[src/rtl/core/ledmx_pkg.sv]
// Shared types, codes and microcode table for the LED matrix display interface.
// No dependencies; imported by led_matrix_display_interface.
package ledmx_pkg;

    localparam int STORE_BYTES = 16;
    localparam int IDX_W       = $clog2(STORE_BYTES);

    localparam logic [2:0] OP_WRITE   = 3'd0;
    localparam logic [2:0] OP_CLEAR   = 3'd1;
    localparam logic [2:0] OP_REFRESH = 3'd2;
    localparam logic [2:0] OP_BRIGHT  = 3'd3;
    localparam logic [2:0] OP_INIT    = 3'd4;

    localparam logic [7:0] CMD_MODE      = 8'h40;
    localparam logic [7:0] CMD_DISPLAY   = 8'h80;
    localparam logic [7:0] CMD_ADDRESS   = 8'hC0;
    localparam logic [3:0] DISPLAY_ON    = 4'h8;
    localparam logic [3:0] DISPLAY_FIELD = 4'hF;
    localparam logic [7:0] CMD_DISP_MAX  = 8'h8F;

    localparam logic [1:0] SRC_CONST  = 2'd0;
    localparam logic [1:0] SRC_STORE  = 2'd1;
    localparam logic [1:0] SRC_BRIGHT = 2'd2;

    localparam logic [2:0] PC_IDLE     = 3'd0;
    localparam logic [2:0] PC_ADDR_CMD = 3'd1;
    localparam logic [2:0] PC_STORE    = 3'd2;
    localparam logic [2:0] PC_BRIGHT   = 3'd3;
    localparam logic [2:0] PC_MODE     = 3'd4;
    localparam logic [2:0] PC_DISP_ON  = 3'd5;

    typedef struct packed {
        logic [1:0] src;
        logic [7:0] konst;
        logic       fs;
        logic       fe;
        logic       lst;
        logic       loop_idx;
        logic [2:0] next;
    } ctrl_t;

    function automatic ctrl_t ucode(input logic [2:0] pc);
        ctrl_t c;
        c = '{src: SRC_CONST, konst: 8'h00, fs: 1'b0, fe: 1'b0, lst: 1'b0,
              loop_idx: 1'b0, next: PC_IDLE};
        unique case (pc)
            PC_ADDR_CMD: begin
                c.konst = CMD_ADDRESS;
                c.fs    = 1'b1;
                c.next  = PC_STORE;
            end
            PC_STORE: begin
                c.src      = SRC_STORE;
                c.loop_idx = 1'b1;
            end
            PC_BRIGHT: begin
                c.src = SRC_BRIGHT;
                c.fs  = 1'b1;
                c.fe  = 1'b1;
                c.lst = 1'b1;
            end
            PC_MODE: begin
                c.konst = CMD_MODE;
                c.fs    = 1'b1;
                c.fe    = 1'b1;
                c.next  = PC_DISP_ON;
            end
            PC_DISP_ON: begin
                c.konst = CMD_DISP_MAX;
                c.fs    = 1'b1;
                c.fe    = 1'b1;
                c.lst   = 1'b1;
            end
            default: begin
                c.next = PC_IDLE;
            end
        endcase
        return c;
    endfunction

    function automatic logic [2:0] dispatch(input logic [2:0] op);
        logic [2:0] pc;
        unique case (op)
            OP_REFRESH: pc = PC_ADDR_CMD;
            OP_BRIGHT:  pc = PC_BRIGHT;
            OP_INIT:    pc = PC_MODE;
            default:    pc = PC_IDLE;
        endcase
        return pc;
    endfunction

    function automatic logic [7:0] bright_byte(input logic [3:0] level);
        logic [3:0] ctrl;
        ctrl = (level == 4'd0) ? 4'd0 : ((DISPLAY_ON | (level - 4'd1)) & DISPLAY_FIELD);
        return CMD_DISPLAY | {4'd0, ctrl};
    endfunction

endpackage

[src/rtl/core/led_matrix_display_interface.sv]
// The first output byte is registered from the microcode step the request selects.
// Refresh sends 17 bytes (address command + 16 store bytes), init 2, brightness 1,
// write/clear/unused ops none; one byte per cycle while m_ready stays high.
// Rate is set by the microcode sequencer emitting one byte per step.
// Reset (aresetn low, synchronous) zeroes the store, selects common cathode,
// returns the sequencer to idle and drops m_valid.
module led_matrix_display_interface
    import ledmx_pkg::*;
(
    input  logic       aclk,
    input  logic       aresetn,
    input  logic       cfg_valid,
    output logic       cfg_ready,
    input  logic       cfg_data,
    input  logic       s_valid,
    output logic       s_ready,
    input  logic [2:0] s_op,
    input  logic [3:0] s_address,
    input  logic [7:0] s_data,
    input  logic [3:0] s_level,
    output logic       m_valid,
    input  logic       m_ready,
    output logic [7:0] m_out_byte,
    output logic       m_frame_start,
    output logic       m_frame_end,
    output logic       m_last
);

    logic [7:0]       store_reg [STORE_BYTES];
    logic             anode_reg;
    logic [2:0]       pc_reg, pc_next;
    logic [IDX_W-1:0] idx_reg, idx_next;
    logic [3:0]       level_reg;
    logic             m_valid_reg, m_valid_next;
    logic [7:0]       byte_reg;
    logic             fs_reg, fe_reg, lst_reg;

    ctrl_t      ctrl;
    logic       accept;
    logic       out_free;
    logic       load;
    logic       idx_last;
    logic [7:0] src_byte;

    assign cfg_ready = 1'b1;
    assign s_ready   = (pc_reg == PC_IDLE);
    assign accept    = s_valid && s_ready;
    assign ctrl      = ucode(pc_reg);
    assign out_free  = !m_valid_reg || m_ready;
    assign load      = (pc_reg != PC_IDLE) && out_free;
    assign idx_last  = (idx_reg == IDX_W'(STORE_BYTES - 1));

    always_comb begin
        unique case (ctrl.src)
            SRC_STORE:  src_byte = store_reg[idx_reg];
            SRC_BRIGHT: src_byte = bright_byte(level_reg);
            default:    src_byte = ctrl.konst;
        endcase
    end

    always_comb begin
        pc_next      = pc_reg;
        idx_next     = idx_reg;
        m_valid_next = m_valid_reg;
        if (m_ready) begin
            m_valid_next = 1'b0;
        end
        if (accept) begin
            pc_next  = dispatch(s_op);
            idx_next = '0;
        end else if (load) begin
            m_valid_next = 1'b1;
            if (ctrl.loop_idx) begin
                idx_next = idx_reg + 1'b1;
                pc_next  = idx_last ? ctrl.next : pc_reg;
            end else begin
                pc_next = ctrl.next;
            end
        end
    end

    always_ff @(posedge aclk) begin
        if (!aresetn) begin
            pc_reg      <= PC_IDLE;
            idx_reg     <= '0;
            m_valid_reg <= 1'b0;
            anode_reg   <= 1'b0;
        end else begin
            pc_reg      <= pc_next;
            idx_reg     <= idx_next;
            m_valid_reg <= m_valid_next;
            if (cfg_valid && cfg_ready) begin
                anode_reg <= cfg_data;
            end
        end
    end

    always_ff @(posedge aclk) begin
        if (accept) begin
            level_reg <= s_level;
        end
        if (load) begin
            byte_reg <= src_byte;
            fs_reg   <= ctrl.fs;
            fe_reg   <= ctrl.loop_idx ? idx_last : ctrl.fe;
            lst_reg  <= ctrl.loop_idx ? idx_last : ctrl.lst;
        end
    end

    always_ff @(posedge aclk) begin
        if (!aresetn) begin
            for (int e = 0; e < STORE_BYTES; e++) begin
                store_reg[e] <= 8'd0;
            end
        end else if (accept && s_op == OP_CLEAR) begin
            for (int e = 0; e < STORE_BYTES; e++) begin
                store_reg[e] <= 8'd0;
            end
        end else if (accept && s_op == OP_WRITE) begin
            if (!anode_reg) begin
                store_reg[s_address] <= s_data;
            end else begin
                for (int i = 0; i < 8; i++) begin
                    store_reg[{i[2:0], s_address[3]}][s_address[2:0]] <= s_data[i];
                end
            end
        end
    end

    assign m_valid       = m_valid_reg;
    assign m_out_byte    = byte_reg;
    assign m_frame_start = fs_reg;
    assign m_frame_end   = fe_reg;
    assign m_last        = lst_reg;

    a_refresh_entry: assert property (@(posedge aclk) disable iff (!aresetn)
        (accept && s_op == OP_REFRESH) |=> (pc_reg == PC_ADDR_CMD && idx_reg == '0))
        else $error("refresh did not enter address command step");

    a_last_idle: assert property (@(posedge aclk) disable iff (!aresetn)
        (load && (ctrl.loop_idx ? idx_last : ctrl.lst)) |=> (pc_reg == PC_IDLE))
        else $error("sequencer kept running after final byte");

    a_last_frame_end: assert property (@(posedge aclk) disable iff (!aresetn)
        (m_valid && m_last) |-> m_frame_end)
        else $error("final byte without strobe release");

    a_clear: assert property (@(posedge aclk) disable iff (!aresetn)
        (accept && s_op == OP_CLEAR) |=> (store_reg[0] == 8'd0 && store_reg[STORE_BYTES-1] == 8'd0))
        else $error("clear left store data behind");

endmodule
[config.mk]
export PLATFORM = sky130hd
export DESIGN_NAME = led_matrix_display_interface
export DESIGN_NICKNAME = d
export VERILOG_FILES = /design/src/rtl/core/ledmx_pkg.sv /design/src/rtl/core/led_matrix_display_interface.sv
export SDC_FILE = /design/constraint.sdc
export NUM_CORES = 1
export LEC_CHECK = 0
export ABC_AREA = 1
export BUFFER_PORTS_ARGS = -buffer_cell sky130_fd_sc_hd__buf_2
export CAP_MARGIN = 20
export CELL_PAD_IN_SITES_DETAIL_PLACEMENT = 1
export CELL_PAD_IN_SITES_GLOBAL_PLACEMENT = 2
export CORE_ASPECT_RATIO = 0.6
export CORE_MARGIN = 2
export CORE_UTILIZATION = 25
export CTS_BUF_LIST = sky130_fd_sc_hd__clkbuf_4
export CTS_CLUSTER_DIAMETER = 60
export DETAILED_ROUTE_END_ITERATION = 8
export HOLD_SLACK_MARGIN = 0.03
export PLACE_DENSITY = 0.57
export SLEW_MARGIN = 30
export SYNTH_ARGS = -nofsm -noshare
export SYNTH_HDL_FRONTEND = slang
export SYNTH_SLANG_ARGS = --single-unit
[constraint.sdc]
create_clock -name aclk -period 3 [get_ports aclk]
set_input_delay 0.6 -clock aclk [delete_from_list [all_inputs] [get_ports aclk]]
set_output_delay 0.6 -clock aclk [all_outputs]
set_load 0.01 [all_outputs]
# Word-level counts from Yosys, hierarchy flattened
# Memories as Yosys holds them, arrays and structs flattened. A register that Yosys moved wholly into a read port is not among the register bits.
# Index checks and enable logic that the tools add are counted.
[totals]
ram_bits = 128
regBits = 24
mem_bits_ro = 0
latch_bits = 0
n_memories = 1
[classes]
shift = 0
magnitude_cmp = 2
bitwise_logic = 17
addsub = 2
mul = 0
reduce_logical = 27
div = 0
eq_ne = 13
mux = 80
[memory_table]
columns = ["name", "depth", "word_bits", "read_ports", "rd_ports_with_merged_regs", "write_ports", "line_no", "rtl"]
rows = [
  ["store_reg", 16, 8, 1, 1, 16, "led_matrix_display_interface.sv:29", "logic [7:0] store_reg [STORE_BYTES];"],
]
[op_table]
columns = ["operator", "n"]
rows = [
  ["$mux 8", 34],
  ["$reduce_or 8->1", 9],
  ["$mux 4", 12],
  ["$mux 1", 24],
  ["$pmux 8 s3", 1],
  ["$or 1x1->1", 16],
  ["$pmux 8 s2", 1],
  ["$eq 3x2->1 const B", 4],
  ["$mux 3", 4],
  ["$eq 3x3->1 const B", 3],
  ["$pmux 3 s3", 1],
  ["$eq 3x1->1 const B", 2],
  ["$logic_not 3->1", 2],
  ["$pmux 3 s2", 1],
  ["$logic_and 1x1->1", 5],
  ["$add 4x1->4 const B", 1],
  ["$eq 4x4->1 const B", 1],
  ["$logic_not 4->1", 1],
  ["$lt 3x4->1 const B", 1],
  ["$pmux 2 s2", 1],
  ["$reduce_and 2->1", 2],
  ["$reduce_or 2->1", 2],
  ["$reduce_or 4->1", 1],
  ["$demux 1 s3", 1],
  ["other kinds (11)", 11],
]

# Depth between registers and ports, before layout
# Gate-level depths: netlist (run 1).
[logic_depth]
depth_word = 10
mapped_depth = 11

# Least setup slack after synthesis (run 1)
# Ideal clock, no wire load.
[synth_timing]
path_kind = "input to register"
start = "input port s_op[1]"
end = "memory store_reg[1][6], enable pin"
arrival_time_ns = 2.008
setup_slack_ns = 0.682
setup_time_ns = 0.310
cell_stages = 8
cell_sequence = "inv_1 > nand3_1 > nor3_4 > nand4_1 > nand2_1 > inv_2 > clkbuf_1 > o21ai_0"
[synth_lines]
columns = ["item", "line_no", "rtl"]
rows = [
  ["from (decl)", "led_matrix_display_interface.sv:17", "input logic [2:0] s_op,"],
  ["to (decl)", "led_matrix_display_interface.sv:29", ""],
]

==> impl_metrics.json, run 1 <==
{
  "synth_warnings": 0,
  "synth_compound_area_share_pct": 13.2,
  "synth_seq_cells": 156,
  "synth-xor-area-share_pct": 0.191,
  "io_pins": 39,
  "synthArstFlopShare_pct": 0,
  "largest_reg_flops": 128,
  "cap_violations": 0,
  "hold_depth": 1,
  "std_cell_rows": 54,
  "post_cts_resized": 0,
  "timing.setup.tns_ns": 0,
  "grt_pass1_wl_um": 68800,
  "r2r_slack_ns": 0.27,
  "drcViolationCount": 0,
  "final_common_cell": "nand2_1",
  "numClockSinks": 156,
  "synth-simple-area-share_pct": 31.2,
  "htreeDepth": 4,
  "cts-root-buf": "clkbuf_4",
  "synthAdderAreaFrac_pct": 0.409,
  "grt_pass1_vias": 9203,
  "rsz0062_at_grt": "no",
  "grt_start_max_net_pins": 45,
  "layout_worst_path_cycle_share_pct": 90.9,
  "first_pass_iters": 5,
  "synth_area_um2": 9180,
  "outcome": "complete, no violations",
  "ir_worst_vdd_v": 0.000216,
  "setup_viol": 0,
  "postSynthAreaPerCell_um2": 7.80,
  "timing.fmax_mhz": 367,
  "hpwlAfterDp_um": 32300,
  "ctsHoldBuffers": 0,
  "timing.rr.end": "store_reg[15][3]$_DFFE_PP_",
  "dieArea_um2": 38300,
  "wl_per_cell_um": 27.3,
  "yosysUniqueCellTypes": 37,
  "grtUsageTotal_pct": 25.6,
  "synth_nets": 1205,
  "mostFrequentLayoutCells": "nand2_1 (331), o21ai_0 (176), nand3_1 (143), edfxtp_1 (143), nor2_1 (121)",
  "power_mw": 6.36,
  "synth_top_family_by_area": "simple AND/OR/NAND/NOR gates",
  "hold_class": "in -> reg",
  "hold_end": "level_reg[1]$_DFFE_PN_",
  "r2r-start": "pc_reg[1]$_SDFFE_PN0P_",
  "syn_to_final_growth_pct": 17.9,
  "antenna_found_initial": 3,
  "layout-drive-gt1-share_pct": 16.4,
  "cts_setup_buffers": 0,
  "hold_ws_ns": 0.151,
  "path_class": "reg -> reg",
  "vias": 9286,
  "hold_violations": 0,
  "ant_nets": 0,
  "r2r_cells": 9,
  "skew_ns": 0.0433,
  "hold_start": "s_level[1]",
  "ys.flop_type": "edfxtp_1",
  "drt_iter0_markers": 902,
  "cts_buffers": 17,
  "insertion_delay_ns": 0.66,
  "slew_headroom_pct": 48.7,
  "cp-end-kind": "flop",
  "synth_edf_count": 143,
  "powerDensity_nw_per_um2": 587,
  "gp_congestion": 0.871,
  "muxShareOfSynthArea_pct": 0,
  "period_needed_ns": 2.73,
  "grt-ovfl-total": 0,
  "core-area_um2": 36300,
  "drt_wl_total_um": 47900,
  "dieHeight_um": 152,
  "ys_seq_area_share_pct": 49.6,
  "cts_tree": "yes",
  "fillers": 4371,
  "clockBufferDepth": 2,
  "die_w_um": 251,
  "cp_max_fo": 9,
  "cp.arrival_ns": 3.27,
  "initial_core_util_pct": 25.3,
  "port_buffers": 37,
  "cts.clk_slew.worst_paths_ns": 0.17,
  "worstSetupStartpointType": "flop",
  "slew_violations": 0,
  "tightest_slew_ns": 0.769,
  "leakagePower_nw": 4.64,
  "required_ns": 3.54,
  "synth_cells": 1177,
  "final_nets": 1294,
  "via_per_inst": 5.28
}
==> worst max-delay path by stage <==
stage | startpoint | end | slack, ns | cells past startpoint
4_1_cts | pc_reg[1]$_SDFFE_PN0P_ | store_reg[12][3]$_DFFE_PP_ | 0.33 | 9
2_1_floorplan | s_op[1] | store_reg[1][6]$_SDFFCE_PN0P_ | 0.68 | 8
3_5_place_dp | s_op[1] | store_reg[12][3]$_DFFE_PP_ | -0.13 | 10
3_3_place_gp | s_op[1] | store_reg[14][3]$_DFFE_PP_ | -0.14 | 10
6_report | pc_reg[1]$_SDFFE_PN0P_ | store_reg[15][3]$_DFFE_PP_ | 0.27 | 9
5_1_grt | pc_reg[1]$_SDFFE_PN0P_ | store_reg[12][3]$_DFFE_PP_ | 0.1 | 9
==> per-layer routing <==
layer	part of all wire, %	routed length (um)	up-vias	global-route usage, %
li1	-	-	4226	-
met1	50	24100	4695	40.1
met2	40	19300	330	35.7
met3	8.2	3910	35	5.55
met4	1.3	604	0	4.65
met5	0	0	-	0
==> metrics by stage <==
stage	cells	setup slack (ns)	area, um2	util, %
global route	1757	0.0986	10800	29.8
floorplan	1177	0.682	9180	-
finish	1758	0.273	10800	29.8
CTS	1755	0.328	10800	29.8
global placement	1723	-0.137	10500	29.0
detailed placement	1723	-0.125	10500	29.0
==> critical path, cell delays in order (launching register included) <==
cell     delay, ns
dfxtp_1       0.42
nor2_4        0.19
nand3_4       0.18
nor3_4        0.33
nand3_1       0.40
nand2_1       0.27
inv_1         0.12
nor2_1        0.47
nand3_1       0.15
nand2_1       0.09
==> synthesized netlist by cell type, types with 3 or more instances <==
cell type | n | area [um2]
nand3_1 | 143 | 716
edfxtp_1 | 143 | 4290
dfxtp_1 | 13 | 260
nand2_1 | 331 | 1240
clkbuf_1 | 39 | 146
nor2_2 | 28 | 175
ha_1 | 3 | 37.5
a21oi_1 | 11 | 55.1
o21ai_0 | 176 | 881
nand4_1 | 10 | 62.6
o221ai_1 | 9 | 78.8
o22ai_1 | 9 | 56.3
inv_2 | 11 | 41.3
nor2_1 | 121 | 454
o21a_1 | 3 | 22.5
nor3_1 | 19 | 95.1
inv_1 | 51 | 191
buf_1 | 11 | 41.3
o211ai_1 | 12 | 90.1
nand2_2 | 3 | 18.8
buf_2 | 11 | 55.1
==> logic make-up after synthesis <==
kind of cell	after synthesis
other	1
DFF	156
adders and majority gates	3
buffers and inverters	126
AOI/OAI and AO/OA	225
xor gates and xnor gates	2
and+or+nand+nor	664
==> report_power, final <==
part	internal (mW)	switching, mW
sequential	2.78	0.121
clock	0.672	0.879
combinational	0.516	1.38
==> final cells by class <==
class / count / area, um2 / share of cell area, %
sequential: 156 / 4560 / 42.1
multi-input combinational: 895 / 4130 / 38.2
clock inverter: 12 / 154 / 1.42
inverter: 63 / 236 / 2.18
tap: 476 / 596 / 5.50
clock buffer: 20 / 150 / 1.39
timing repair buffer: 133 / 993 / 9.18
antenna: 3 / 7.51 / 0.0693
No activity file was read; power rests on OpenSTA's default activity.
==> run 2: changes to the inputs <==
--- a/config.mk
+++ b/config.mk
@@ -18,6 +18,7 @@
 export DETAILED_ROUTE_END_ITERATION = 8
 export HOLD_SLACK_MARGIN = 0.03
 export PLACE_DENSITY = 0.57
+export SETUP_SLACK_MARGIN = 0.3
 export SLEW_MARGIN = 30
 export SYNTH_ARGS = -nofsm -noshare
 export SYNTH_HDL_FRONTEND = slang
==> impl_metrics.json, run 2 (synthesis gave the netlist of run 1 again) <==
{
  "tightest_slew_ns": 0.781,
  "wirelength_met1_um": 24300,
  "htreeDepth": 4,
  "layout-drive-gt1-share_pct": 16.9,
  "grtUsageTotal_pct": 25.6,
  "numClockSinks": 156,
  "r2r_slack_ns": 0.48,
  "cts_setup_buffers": 0,
  "hpwlAfterDp_um": 32300,
  "std_cell_rows": 54,
  "max_stage_delay_ns": 0.51,
  "grt-ovfl-total": 0,
  "cts-root-buf": "clkbuf_4",
  "cts_buffers": 17,
  "core-area_um2": 36300,
  "via_per_inst": 5.30,
  "ctsHoldBuffers": 0,
  "cp_slowest_cell": "dfxtp_1",
  "crit_buf_inv": 1,
  "cp.arrival_ns": 2.86,
  "cap_violations": 0,
  "mostFrequentLayoutCells": "nand2_1 (331), o21ai_0 (176), edfxtp_1 (143), nand3_1 (141), nor2_1 (117)",
  "rsz0062_at_grt": "no",
  "gp_congestion": 0.871,
  "timing.setup.tns_ns": 0,
  "routed.top_layer": "met4",
  "cp_max_fo": 10,
  "clockBufferDepth": 2,
  "initial_core_util_pct": 25.3,
  "power_mw": 6.36,
  "grt_start_max_net_pins": 45,
  "drt_wl_total_um": 48100,
  "grt_pass1_vias": 9203,
  "slew_violations": 0,
  "final_common_cell": "nand2_1",
  "timing.rr.end": "store_reg[14][0]$_DFFE_PP_",
  "grt_pass1_wl_um": 68800,
  "ir_worst_vdd_v": 0.000215,
  "ant_nets": 0,
  "dieArea_um2": 38300,
  "worstSetupStartpoint": "pc_reg[1]$_SDFFE_PN0P_",
  "largest_reg_flops": 128,
  "outcome": "complete, no violations",
  "first_pass_iters": 5,
  "powerDensity_nw_per_um2": 587,
  "port_buffers": 37,
  "cp.depth": 10,
  "drcViolationCount": 0,
  "period_needed_ns": 2.52,
  "r2r-start": "pc_reg[1]$_SDFFE_PN0P_",
  "skew_ns": 0.0460,
  "antenna_found_initial": 3,
  "leakagePower_nw": 4.64,
  "post_cts_resized": 0,
  "final_nets": 1294,
  "cts.clk_slew.worst_paths_ns": 0.14,
  "hold_depth": 1,
  "dr_wl_met2_um": 19400,
  "cts_tree": "yes",
  "critPathCapture": "store_reg[14][0]$_DFFE_PP_",
  "dieHeight_um": 152,
  "cpLargestDelayFamily": "simple AND/OR/NAND/NOR gates",
  "setup_viol": 0,
  "die_w_um": 251,
  "utilization_pct": 29.9,
  "insertion_delay_ns": 0.66,
  "dr_wl_met3_um": 3780,
  "wl_per_cell_um": 27.3,
  "worstPathCellList": "nor2_4 > nand3_4 > nor2_4 > nand3_2 > nand2_2 > nor2_2 > inv_1 > nor2_1 > nand2_2 > nand2_1",
  "vias": 9309,
  "timing.fmax_mhz": 397,
  "hold_violations": 0,
  "path_class": "reg -> reg",
  "required_ns": 3.34,
  "r2r_cells": 10,
  "syn_to_final_growth_pct": 18.1,
  "hold_class": "in -> reg",
  "worstSetupStartpointType": "flop",
  "layout_worst_path_cycle_share_pct": 84.0,
  "slew_headroom_pct": 47.9,
  "drt_iter0_markers": 897,
  "cp-end-kind": "flop",
  "io_pins": 39
}
## run 2: how the worst min path moves through the flow
stage                                        from                 endpoint  slack (ns)
after global routing                   s_level[2]   level_reg[2]$_DFFE_PN_         0.1
final                                  s_level[1]   level_reg[1]$_DFFE_PN_        0.15
after floorplan           idx_reg[1]$_SDFFE_PP0P_                     flop        0.47
after detailed placement  idx_reg[1]$_SDFFE_PP0P_  idx_reg[1]$_SDFFE_PP0P_        0.53
after global placement    idx_reg[1]$_SDFFE_PP0P_  idx_reg[1]$_SDFFE_PP0P_        0.53
after CTS                              s_level[1]   level_reg[1]$_DFFE_PN_        0.09
## run 2: per-stage QoR
step	setup WS, ns	instance area, um2	hold slack, ns	cells
after CTS	0.328	10800	0.0892	1755
after detailed placement	-0.125	10500	0.532	1723
after global placement	-0.137	10500	0.525	1723
final	0.481	10800	0.152	1758
after global routing	0.291	10800	0.0979	1757
after floorplan	0.682	9180	0.471	1177
## run 2: worst reg2reg max path, delay by kind of cell (launching register included)
family                 cells  cell delay (ns)
buffers and inverters      1             0.11
and+or+nand+nor            9             1.61
DFF                        1             0.51
## run 2: layout make-up
type / count / area (um2)
Fill cell: 4370 / 25400
Sequential cell: 156 / 4560
Multi-Input combinational cell: 895 / 4150
Timing Repair Buffer: 133 / 993
Tap cell: 476 / 596
Inverter: 63 / 236
Clock inverter: 12 / 154
Clock buffer: 20 / 150
Antenna cell: 3 / 7.51
## run 2: layer usage
metal  up-vias  track usage (%)
met1      4711             40.1
met5         -                0
li1       4221                -
met3        34             5.55
met2       343             35.7
met4         0             4.65
## run 2: power breakdown
| group | internal [mW] | switching (mW) | leakage, nW |
|---|---|---|---|
| Combinational | 0.518 | 1.39 | 2.94 |
| Clock | 0.672 | 0.878 | 0.168 |
| Sequential | 2.78 | 0.121 | 1.53 |
